$ cat src/hw/rtl/priority_bitmap_event_scheduler_top_macros.svh
// Assertion macros shared by the scheduler RTL.
`ifndef PRIORITY_BITMAP_EVENT_SCHEDULER_TOP_MACROS_SVH
`define PRIORITY_BITMAP_EVENT_SCHEDULER_TOP_MACROS_SVH

// Same-cycle implication, sampled on the rising clock edge outside reset.
`define PBES_ASSERT_IMPL(label, ante, cons) \
    label: assert property (@(posedge clk) disable iff (!rst_n) (ante) |-> (cons)) \
        else $error("scheduler assertion failed");

// Next-cycle implication, sampled on the rising clock edge outside reset.
`define PBES_ASSERT_NEXT(label, ante, cons) \
    label: assert property (@(posedge clk) disable iff (!rst_n) (ante) |=> (cons)) \
        else $error("scheduler assertion failed");

`endif

$ cat src/hw/rtl/pbes_pkg.sv
// Types, constants and helper functions for the priority bitmap event scheduler.
package pbes_pkg;

    localparam int PRIO_W          = 5;
    localparam int EVT_W           = 16;
    localparam int MASK_W          = 32;
    localparam int NUM_LEVELS_DEF  = 32;
    localparam int QUEUE_DEPTH_DEF = 8;
    localparam int EVENT_WIDTH_DEF = 16;

    typedef enum logic [1:0] {
        OP_POST       = 2'd0,
        OP_POST_AHEAD = 2'd1,
        OP_FETCH      = 2'd2,
        OP_FLUSH      = 2'd3
    } op_t;

    typedef enum logic [1:0] {
        ST_OK    = 2'd0,
        ST_FULL  = 2'd1,
        ST_EMPTY = 2'd2,
        ST_UNREG = 2'd3
    } status_t;

    typedef struct packed {
        op_t               operation;
        logic [PRIO_W-1:0] priority_req;
        logic [EVT_W-1:0]  event_id;
    } cmd_t;

    typedef struct packed {
        status_t           status;
        logic [PRIO_W-1:0] served_priority;
        logic [EVT_W-1:0]  event_out;
        logic              level_drained;
        logic              any_ready;
    } result_t;

    // Outcome of one executed transaction, apart from the dequeued event itself.
    typedef struct packed {
        status_t           status;
        logic [PRIO_W-1:0] served_priority;
        logic              level_drained;
        logic              any_ready;
        logic              fetched;
    } exec_info_t;

    // Only levels below the enable mask width can ever be registered.
    function automatic int levels_used(int num_levels);
        return (num_levels < MASK_W) ? num_levels : MASK_W;
    endfunction

    // Stored event bits: the handle field never carries more than EVT_W bits.
    function automatic int store_width(int event_width);
        return (event_width < EVT_W) ? event_width : EVT_W;
    endfunction

endpackage

$ cat src/hw/rtl/pbes_ram.sv
// Generic single-write, single-read RAM with registered read data.
module pbes_ram #(
    parameter int WIDTH = 16,
    parameter int DEPTH = 256
) (
    input  logic                                   clk,
    input  logic                                   we,
    input  logic [(DEPTH > 1 ? $clog2(DEPTH) : 1)-1:0] waddr,
    input  logic [WIDTH-1:0]                       wdata,
    input  logic                                   re,
    input  logic [(DEPTH > 1 ? $clog2(DEPTH) : 1)-1:0] raddr,
    output logic [WIDTH-1:0]                       rdata
);

    logic [WIDTH-1:0] mem_reg [DEPTH];
    logic [WIDTH-1:0] rdata_reg;

    always_ff @(posedge clk)
    begin
        if (we)
        begin
            mem_reg[waddr] <= wdata;
        end
        if (re)
        begin
            rdata_reg <= mem_reg[raddr];
        end
    end

    assign rdata = rdata_reg;

endmodule

$ cat src/hw/rtl/pbes_prio_enc.sv
// Priority encoder that returns the index of the highest set bit.
module pbes_prio_enc #(
    parameter int WIDTH = 32
) (
    input  logic [WIDTH-1:0]         bits,
    output logic                     found,
    output logic [$clog2(WIDTH)-1:0] index
);

    localparam int IDX_W = $clog2(WIDTH);

    always_comb
    begin
        index = '0;
        for (int i = 0; i < WIDTH; i++)
        begin
            if (bits[i])
            begin
                index = IDX_W'(i);
            end
        end
    end

    assign found = |bits;

endmodule

$ cat src/hw/rtl/pbes_queue_ctrl.sv
// Queue bookkeeping: ready bitmap, per-level head and count, and event memory requests.
module pbes_queue_ctrl
    import pbes_pkg::*;
#(
    parameter int NUM_LEVELS  = NUM_LEVELS_DEF,
    parameter int QUEUE_DEPTH = QUEUE_DEPTH_DEF,
    parameter int EVENT_WIDTH = EVENT_WIDTH_DEF
) (
    input  logic                clk,
    input  logic                rst_n,
    input  logic                exec,
    input  cmd_t                cmd,
    input  logic [MASK_W-1:0]   enable_mask,
    output exec_info_t          info,
    output logic                mem_we,
    output logic                mem_re,
    output logic [$clog2(levels_used(NUM_LEVELS) * QUEUE_DEPTH)-1:0] mem_addr,
    output logic [store_width(EVENT_WIDTH)-1:0] mem_wdata
);

    localparam int LEVELS  = levels_used(NUM_LEVELS);
    localparam int LVL_W   = $clog2(LEVELS);
    localparam int CNT_W   = $clog2(QUEUE_DEPTH + 1);
    localparam int HEAD_W  = (QUEUE_DEPTH > 1) ? $clog2(QUEUE_DEPTH) : 1;
    localparam int SUM_W   = CNT_W + 1;
    localparam int AW      = $clog2(LEVELS * QUEUE_DEPTH);
    localparam int STORE_W = store_width(EVENT_WIDTH);

    logic [LEVELS-1:0] ready_reg;
    logic [LEVELS-1:0] ready_next;
    logic [HEAD_W-1:0] head_reg  [LEVELS];
    logic [HEAD_W-1:0] head_next [LEVELS];
    logic [CNT_W-1:0]  count_reg [LEVELS];
    logic [CNT_W-1:0]  count_next[LEVELS];

    logic              top_found;
    logic [LVL_W-1:0]  top_idx;
    logic [LVL_W-1:0]  sel_idx;
    logic              lvl_registered;
    logic [HEAD_W-1:0] cur_head;
    logic [CNT_W-1:0]  cur_count;
    logic [SUM_W-1:0]  tail_sum;
    logic [HEAD_W-1:0] tail_slot;
    logic [HEAD_W-1:0] head_dec;
    logic [HEAD_W-1:0] head_inc;
    logic [HEAD_W-1:0] slot;
    logic              wr;
    logic              rd;

    pbes_prio_enc #(
        .WIDTH (LEVELS)
    ) u_prio_enc (
        .bits  (ready_reg),
        .found (top_found),
        .index (top_idx)
    );

    assign lvl_registered = ({1'b0, cmd.priority_req} < (PRIO_W + 1)'(LEVELS))
                            && enable_mask[cmd.priority_req];
    assign sel_idx   = (cmd.operation == OP_FETCH) ? top_idx : cmd.priority_req[LVL_W-1:0];
    assign cur_head  = head_reg[sel_idx];
    assign cur_count = count_reg[sel_idx];

    // Tail position wraps at most once, so one compare and subtract suffices.
    assign tail_sum  = SUM_W'(cur_head) + SUM_W'(cur_count);
    assign tail_slot = (tail_sum >= SUM_W'(QUEUE_DEPTH))
                       ? HEAD_W'(tail_sum - SUM_W'(QUEUE_DEPTH))
                       : HEAD_W'(tail_sum);
    assign head_dec  = (cur_head == '0) ? HEAD_W'(QUEUE_DEPTH - 1) : cur_head - 1'b1;
    assign head_inc  = (cur_head == HEAD_W'(QUEUE_DEPTH - 1)) ? '0 : cur_head + 1'b1;

    always_comb
    begin
        ready_next           = ready_reg;
        head_next            = head_reg;
        count_next           = count_reg;
        info.status          = ST_OK;
        info.served_priority = '0;
        info.level_drained   = 1'b0;
        info.fetched         = 1'b0;
        slot                 = cur_head;
        wr                   = 1'b0;
        rd                   = 1'b0;
        case (cmd.operation)
            OP_POST, OP_POST_AHEAD:
            begin
                if (!lvl_registered)
                begin
                    info.status = ST_UNREG;
                end
                else if (cur_count == CNT_W'(QUEUE_DEPTH))
                begin
                    info.status = ST_FULL;
                end
                else
                begin
                    wr = 1'b1;
                    if (cmd.operation == OP_POST)
                    begin
                        slot = tail_slot;
                    end
                    else
                    begin
                        slot               = head_dec;
                        head_next[sel_idx] = head_dec;
                    end
                    count_next[sel_idx] = cur_count + 1'b1;
                    ready_next[sel_idx] = 1'b1;
                end
            end
            OP_FETCH:
            begin
                if (!top_found)
                begin
                    info.status = ST_EMPTY;
                end
                else if (cur_count == '0)
                begin
                    ready_next[sel_idx] = 1'b0;
                    info.status         = ST_EMPTY;
                end
                else
                begin
                    rd                   = 1'b1;
                    slot                 = cur_head;
                    head_next[sel_idx]   = head_inc;
                    count_next[sel_idx]  = cur_count - 1'b1;
                    info.served_priority = PRIO_W'(top_idx);
                    info.fetched         = 1'b1;
                    if (cur_count == CNT_W'(1))
                    begin
                        ready_next[sel_idx] = 1'b0;
                        info.level_drained  = 1'b1;
                    end
                end
            end
            OP_FLUSH:
            begin
                if (!lvl_registered)
                begin
                    info.status = ST_UNREG;
                end
                else
                begin
                    count_next[sel_idx] = '0;
                    head_next[sel_idx]  = '0;
                    ready_next[sel_idx] = 1'b0;
                    info.level_drained  = 1'b1;
                end
            end
            default:
            begin
                info.status = ST_OK;
            end
        endcase
        info.any_ready = |ready_next;
    end

    assign mem_we    = exec && wr;
    assign mem_re    = exec && rd;
    assign mem_addr  = AW'(AW'(sel_idx) * AW'(QUEUE_DEPTH)) + AW'(slot);
    assign mem_wdata = cmd.event_id[STORE_W-1:0];

    always_ff @(posedge clk or negedge rst_n)
    begin
        if (!rst_n)
        begin
            ready_reg <= '0;
            for (int i = 0; i < LEVELS; i++)
            begin
                head_reg[i]  <= '0;
                count_reg[i] <= '0;
            end
        end
        else if (exec)
        begin
            ready_reg <= ready_next;
            head_reg  <= head_next;
            count_reg <= count_next;
        end
    end

endmodule

$ cat src/hw/rtl/priority_bitmap_event_scheduler_top.sv
// Flow: an accepted transaction is held in the s1 command register and executes as it advances
// to the s2 result register, which holds its result until taken; a stalled result holds s1 too.
// Throughput: one transaction per cycle while the result is not stalled; the queue state is
// updated in the execute cycle and the event memory's registered read data drives res.event_out.
// Reset clears the ready bitmap, queue heads, counts and enable mask at once.
// The event memory is not cleared; a fetch only reads entries written by a post.
module priority_bitmap_event_scheduler_top
    import pbes_pkg::*;
#(
    parameter int NUM_LEVELS  = NUM_LEVELS_DEF,
    parameter int QUEUE_DEPTH = QUEUE_DEPTH_DEF,
    parameter int EVENT_WIDTH = EVENT_WIDTH_DEF
) (
    input  logic              clk,
    input  logic              rst_n,
    input  logic              cmd_valid,
    output logic              cmd_stall,
    input  cmd_t              cmd,
    output logic              res_valid,
    input  logic              res_stall,
    output result_t           res,
    input  logic              cfg_valid,
    output logic              cfg_ready,
    input  logic [MASK_W-1:0] cfg_data
);

`include "priority_bitmap_event_scheduler_top_macros.svh"

    localparam int LEVELS  = levels_used(NUM_LEVELS);
    localparam int DEPTH   = LEVELS * QUEUE_DEPTH;
    localparam int AW      = $clog2(DEPTH);
    localparam int STORE_W = store_width(EVENT_WIDTH);

    logic [MASK_W-1:0] mask_reg;
    logic              s1_valid_reg;
    cmd_t              s1_cmd_reg;
    logic              s2_valid_reg;
    exec_info_t        s2_info_reg;
    logic              s1_advance;
    logic              cmd_accept;
    exec_info_t        info;
    logic              mem_we;
    logic              mem_re;
    logic [AW-1:0]     mem_addr;
    logic [STORE_W-1:0] mem_wdata;
    logic [STORE_W-1:0] mem_rdata;

    assign cfg_ready  = 1'b1;
    assign s1_advance = s1_valid_reg && (!s2_valid_reg || !res_stall);
    assign cmd_stall  = s1_valid_reg && !s1_advance;
    assign cmd_accept = cmd_valid && !cmd_stall;

    always_ff @(posedge clk or negedge rst_n)
    begin
        if (!rst_n)
        begin
            mask_reg     <= '0;
            s1_valid_reg <= 1'b0;
            s2_valid_reg <= 1'b0;
        end
        else
        begin
            if (cfg_valid && cfg_ready)
            begin
                mask_reg <= cfg_data;
            end
            if (cmd_accept)
            begin
                s1_valid_reg <= 1'b1;
            end
            else if (s1_advance)
            begin
                s1_valid_reg <= 1'b0;
            end
            if (s1_advance)
            begin
                s2_valid_reg <= 1'b1;
            end
            else if (s2_valid_reg && !res_stall)
            begin
                s2_valid_reg <= 1'b0;
            end
        end
    end

    always_ff @(posedge clk)
    begin
        if (cmd_accept)
        begin
            s1_cmd_reg <= cmd;
        end
        if (s1_advance)
        begin
            s2_info_reg <= info;
        end
    end

    pbes_queue_ctrl #(
        .NUM_LEVELS  (NUM_LEVELS),
        .QUEUE_DEPTH (QUEUE_DEPTH),
        .EVENT_WIDTH (EVENT_WIDTH)
    ) u_queue_ctrl (
        .clk         (clk),
        .rst_n       (rst_n),
        .exec        (s1_advance),
        .cmd         (s1_cmd_reg),
        .enable_mask (mask_reg),
        .info        (info),
        .mem_we      (mem_we),
        .mem_re      (mem_re),
        .mem_addr    (mem_addr),
        .mem_wdata   (mem_wdata)
    );

    // The read data register only loads on a fetch, so it holds while the result stalls.
    pbes_ram #(
        .WIDTH (STORE_W),
        .DEPTH (DEPTH)
    ) u_event_ram (
        .clk   (clk),
        .we    (mem_we),
        .waddr (mem_addr),
        .wdata (mem_wdata),
        .re    (mem_re),
        .raddr (mem_addr),
        .rdata (mem_rdata)
    );

    assign res_valid           = s2_valid_reg;
    assign res.status          = s2_info_reg.status;
    assign res.served_priority = s2_info_reg.served_priority;
    assign res.event_out       = s2_info_reg.fetched ? EVT_W'(mem_rdata) : '0;
    assign res.level_drained   = s2_info_reg.level_drained;
    assign res.any_ready       = s2_info_reg.any_ready;

    `PBES_ASSERT_IMPL(a_empty_fetch_leaves_none, res_valid && res.status == ST_EMPTY, !res.any_ready)
    `PBES_ASSERT_IMPL(a_full_has_no_payload, res_valid && res.status == ST_FULL, !res.level_drained && res.event_out == '0)
    `PBES_ASSERT_IMPL(a_unreg_has_no_payload, res_valid && res.status == ST_UNREG, res.served_priority == '0 && !res.level_drained && res.event_out == '0)
    `PBES_ASSERT_NEXT(a_exec_fills_result, s1_advance, s2_valid_reg)

endmodule
$ cat config.mk
export PLATFORM = sky130hd
export DESIGN_NAME = priority_bitmap_event_scheduler_top
export DESIGN_NICKNAME = d
export VERILOG_FILES = /design/src/hw/rtl/pbes_pkg.sv /design/src/hw/rtl/pbes_ram.sv /design/src/hw/rtl/pbes_prio_enc.sv /design/src/hw/rtl/pbes_queue_ctrl.sv /design/src/hw/rtl/priority_bitmap_event_scheduler_top.sv
export VERILOG_INCLUDE_DIRS = /design/src /design/src/hw/rtl
export SDC_FILE = /design/constraint.sdc
export NUM_CORES = 2
export LEC_CHECK = 0
export BUFFER_PORTS_ARGS = -buffer_cell sky130_fd_sc_hd__buf_2
export CELL_PAD_IN_SITES_DETAIL_PLACEMENT = 2
export CELL_PAD_IN_SITES_GLOBAL_PLACEMENT = 2
export CORE_ASPECT_RATIO = 0.75
export CORE_UTILIZATION = 50
export CTS_CLUSTER_SIZE = 14
export DETAILED_ROUTE_END_ITERATION = 6
export PLACE_DENSITY = 0.83
export SLEW_MARGIN = 10
export SYNTH_ARGS = -nofsm -noshare
export SYNTH_HDL_FRONTEND = slang
export SYNTH_SLANG_ARGS = --single-unit
export TNS_END_PERCENT = 20
$ cat constraint.sdc
create_clock -name clk -period 19.75 [get_ports clk]
set_clock_uncertainty 0.2 [all_clocks]
set_input_delay 0 -clock clk [delete_from_list [all_inputs] [get_ports clk]]
set_output_delay 0 -clock clk [all_outputs]
set_load 0.1 [all_outputs]
==> results of run 1 <==
-- kinds of logic after synthesis --
family / synth area share
buf+inv: 0.0236
fa+ha+maj: 0.000680
other cells: 0.0000212
mux: 0.0443
compound gates: 0.0738
simple gates: 0.112
xor+xnor: 0.000149
flops: 0.746
-- repair_timing --
item	in CTS
hold buffers	150
gates resized for setup	0
hold endpoints to repair	382
endpoints found under the setup margin	0
-- cell usage after synthesis (58+ instances only) --
cell | n | area, um2
edfxtp_1 | 4145 | 124000
nand2_1 | 2691 | 10100
nand3_1 | 990 | 4950
nor2_1 | 481 | 1810
mux2i_1 | 448 | 4480
buf_2 | 444 | 2220
a21oi_1 | 424 | 2120
o21ai_0 | 321 | 1610
dfrtp_1 | 290 | 7260
clkbuf_1 | 253 | 950
a221oi_1 | 250 | 2190
a31oi_1 | 187 | 1170
and3_1 | 185 | 1160
mux2_2 | 173 | 1950
a22oi_1 | 110 | 826
a311oi_1 | 97 | 850
buf_1 | 96 | 360
a211oi_1 | 75 | 563
o22ai_1 | 72 | 450
nand4_1 | 66 | 413
nor3_1 | 63 | 315
a32oi_1 | 62 | 543
mux4_2 | 60 | 1350
buf_4 | 58 | 435
-- stage by stage --
stage | setup WS [ns] | hold WS, ns | area [um2] | utilization
after CTS | 5.80 | 0.00894 | 199000 | 0.568
after detailed placement | 6.18 | -0.0213 | 184000 | 0.525
after global placement | 6.01 | -0.0294 | 184000 | 0.524
after floorplan | 11.77 | -0.496 | 177000 | -
==> flow_metrics.env, run 1 <==
export IMPL_status="aborted with a tool error"
export IMPL_stop_stage="5_1_grt"
export IMPL_error="[ERROR GRT-0228] Horizontal edge usage exceeds the maximum allowed. (14, 65) usage=65535 limit=3200"
export IMPL_antenna_found_initial=206
export IMPL_grt_start_max_net_pins=186
export IMPL_ys_seq_area_frac=0.746
export IMPL_cts_setup_buffers=0
export IMPL_cts_buffers=432
export IMPL_dp_cells=16900
export IMPL_syn_area_um2=177000
export IMPL_h_tree_depth=5
export IMPL_syn_area_per_cell_um2=14.1
export IMPL_dieWidth_um=688
export IMPL_synth_nets=12600
export IMPL_root_buffer="clkbuf_16"
export IMPL_ys_ff_latch=4435
export IMPL_synth_cell_types=91
export IMPL_rows=188
export IMPL_boundaryPins=88
export IMPL_initial_core_util=0.504
export IMPL_place_gp_congestion=0.911
export IMPL_cts_buffer_depth=4
export IMPL_place_hpwl_mm=506
export IMPL_io_buffers=86
export IMPL_netlist_instances=12600
export IMPL_async_flop_share=0.0654
export IMPL_ys_warn_count=0
export IMPL_die_h_um=517
export IMPL_cts_sinks=4435
export IMPL_synth_ff_type="edfxtp_1"
export IMPL_synth_enable_flop_cells=4145
==> inputs of run 2 (changes only) <==
CELL_PAD_IN_SITES_DETAIL_PLACEMENT = default   (was 2)
CELL_PAD_IN_SITES_GLOBAL_PLACEMENT = default   (was 2)
CORE_ASPECT_RATIO = default   (was 0.75)
CORE_UTILIZATION = 40   (was 50)
CTS_CLUSTER_SIZE = default   (was 14)
PLACE_DENSITY = default   (was 0.83)
PLACE_DENSITY_LB_ADDON = 0.15   (was default)
==> run 2 against run 1 <==
The flow now finishes without violations; synthesized cell count unchanged; synthesized area stayed put.
==> flow_metrics.env, run 2 <==
export IMPL_status="complete, no violations"
export IMPL_dieWidth_um=666
export IMPL_grt_start_max_net_pins=169
export IMPL_overflow=0
export IMPL_drive_gt1_frac=0.129
export IMPL_whs_endpoint="s1_cmd_reg[22]$_DFFE_PP_"
export IMPL_multi_input_area_um2=41800
export IMPL_die_h_um=666
export IMPL_synth_ff_type="edfxtp_1"
export IMPL_boundaryPins=88
export IMPL_worst_ep_required_time_ns=20.32
export IMPL_worst_setup_path_type="register to register"
export IMPL_h_tree_depth=5
export IMPL_root_buffer="clkbuf_16"
export IMPL_reg2reg_to="u_event_ram.rdata[2]$_DFFE_PP_"
export IMPL_finalSetupTns_ns=0
export IMPL_n_fill_cell=38300
export IMPL_initial_core_util=0.403
export IMPL_largest_register_ffs=4096
export IMPL_cp_max_fo=106
export IMPL_synth_enable_flop_cells=4145
export IMPL_yosysMostFrequentCell="edfxtp_1"
export IMPL_rsz0062_at_grt="false"
export IMPL_gr_usage_all_layers=0.284
export IMPL_synth_cell_types=91
export IMPL_crit_top_cell="buf_4"
export IMPL_ys_seq_area_frac=0.746
export IMPL_yosysTopAreaCell="edfxtp_1"
export IMPL_wl_per_cell_um=33.7
export IMPL_async_flop_share=0.0654
export IMPL_layout_commonest_cell="edfxtp_1"
export IMPL_drt_first_iter_violations=16300
export IMPL_finalCriticalPeriod_ns=13.44
export IMPL_ir_drop_uv=209
export IMPL_place_hpwl_mm=380
export IMPL_cap_violations=0
export IMPL_crit_family="simple AND/OR/NAND/NOR gates"
export IMPL_antenna_left=0
export IMPL_area_growth_pct=14.7
export IMPL_grt_pass1_wl_mm=891
export IMPL_tritoncts="yes"
export IMPL_cts_setup_buffers=0
export IMPL_relSlewSlack=0.0397
export IMPL_syn_area_um2=177000
export IMPL_whs_ns=0.0765
export IMPL_hold_depth=3
export IMPL_rrSetupSlack_ns=6.31
export IMPL_min_delay_path_class="input port to register"
export IMPL_ff_latch_area_um2=132000
export IMPL_cpPeakStageDelay_ns=0.85
export IMPL_worstMarginPinSlew_ns=1.44
export IMPL_worstReg2RegStart="s1_cmd_reg[22]$_DFFE_PP_"
export IMPL_cts_buffers=461
export IMPL_cts_buffer_depth=4
export IMPL_min_delay_start="cmd[22]"
export IMPL_rows=243
export IMPL_critical_path_buf_inv_count=7
export IMPL_powerDensity_nw_per_um2=157
export IMPL_final_cell_mix="edfxtp_1 (4145), nand2_1 (2673), nand3_1 (988)"
export IMPL_drv_slew=0
export IMPL_cts_clk_slew_worst_paths_ns=0.06
export IMPL_drt_pass1_iter_count=6
export IMPL_fp_dieArea_um2=444000
export IMPL_cp_arrival_ns=14.01
export IMPL_ys_warn_count=0
export IMPL_crit_slowest_cell="nor2_1"
export IMPL_final_nets=13000
export IMPL_netlist_instances=12600
export IMPL_via_per_inst=6.04
export IMPL_coreArea_um2=439000
export IMPL_num_vias=116000
export IMPL_io_buffers=86
export IMPL_period_share=0.680
export IMPL_setup_viol=0
export IMPL_cts_sinks=4435
export IMPL_grt_pass1_vias=110000
export IMPL_clk_insertion_delay_late_ns=1.04
export IMPL_place_gp_congestion=0.942
export IMPL_drc=0
export IMPL_r2r_worst_path_cells=29
export IMPL_wl_mm=646
export IMPL_synth_area_leaders="edfxtp_1 (70%), nand2_1 (5.7%), dfrtp_1 (4.1%)"
export IMPL_end_kind="register"
export IMPL_finalHoldViolCount=0
export IMPL_syn_area_per_cell_um2=14.1
export IMPL_synth_top_area_share=0.705
export IMPL_start_kind="register"
export IMPL_synth_nets=12600
export IMPL_leakage_nw=69.3
export IMPL_fmax_mhz=74.4
export IMPL_antenna_found_initial=56
export IMPL_synthTopCellsByCount="edfxtp_1 (4145), nand2_1 (2691), nand3_1 (990)"
export IMPL_ys_ff_latch=4435
## run 2: cell counts after synthesis
Identical to the previous run, type by type.
## run 2: worst register-to-register path, delay by kind of cell (launching register included)
family          cells  cell delay [ns]
simple gates       10             4.74
buf+inv             7             4.18
compound gates     10             3.18
flops               1             0.34
mux                 1             0.34
fa+ha+maj           1             0.23
## run 2: per-layer routing
layer / routed length [um] / track usage / part of all wire
met5: 128 / 0 / 0.00020
met4: 30900 / 0.119 / 0.048
met3: 62300 / 0.0594 / 0.096
met2: 289000 / 0.434 / 0.45
met1: 263000 / 0.394 / 0.41
## run 2: how the worst max path moves through the flow
stage | endpoint | slack (ns) | start | cells after the start
finish | u_event_ram.rdata[2]$_DFFE_PP_ | 6.31 | s1_cmd_reg[22]$_DFFE_PP_ | 29
CTS | u_event_ram.rdata[2]$_DFFE_PP_ | 6.77 | s1_cmd_reg[22]$_DFFE_PP_ | 29
global route | u_event_ram.rdata[2]$_DFFE_PP_ | 6.47 | s1_cmd_reg[22]$_DFFE_PP_ | 29
detailed placement | u_event_ram.rdata[2]$_DFFE_PP_ | 6.85 | s1_cmd_reg[22]$_DFFE_PP_ | 29
floorplan | u_event_ram.mem_reg[69][0]$_DFFE_PP_ | 11.77 | s1_cmd_reg[21]$_DFFE_PP_ | 31
global placement | u_event_ram.rdata[15]$_DFFE_PP_ | 6.42 | s1_cmd_reg[22]$_DFFE_PP_ | 25
## run 2: power breakdown
group / total, mW / leakage, nW / switching [mW] / internal [mW]
registers: 10.7 / 41.1 / 0.174 / 10.5
logic: 12.2 / 20.9 / 9.09 / 3.15
clock network: 8.79 / 7.32 / 3.77 / 5.02
total: 31.7 / 69.3 / 13.0 / 18.7
## run 2: timing repair
item | CTS | global route
endpoints found under the hold margin | 398 | 0
hold buffers | 170 | 0
resized for setup | 0 | 0
## run 2: logic make-up (layout without fill, tap and decap cells)
family                   after synthesis  in the layout  synth area share
adder cells (fa/ha/maj)                9              9          0.000680
AO/OA/AOI/OAI                       1906           1906            0.0738
AND/OR/NAND/NOR                     4617           4617             0.112
XOR/XNOR                               3              3          0.000149
multiplexers                         684            684            0.0443
flip-flops                          4435           4435             0.746
buffers and inverters                896           1630            0.0236
other                                  1             36         0.0000212
## run 2: cell type report
cell class / count / area share
diodes: 35 / 0.000432
clock buffers: 565 / 0.0598
clock inverters: 283 / 0.0149
inverters: 41 / 0.000760
multi-input cells: 7220 / 0.206
flip-flops and latches: 4435 / 0.650
well taps: 5880 / 0.0363
repair buffers: 741 / 0.0311
## run 2: stage by stage
stage	instances	util	area (um2)	setup slack (ns)	total power, mW
after global routing	19200	0.461	202000	6.47	32.7
after CTS	19200	0.461	202000	6.77	31.6
after floorplan	12600	-	177000	11.77	17.7
final	19200	0.462	203000	6.31	31.7
after detailed placement	18100	0.423	186000	6.85	22.9
after global placement	18100	0.422	185000	6.42	22.8
Note: power is estimated with default switching activity, not from simulation.
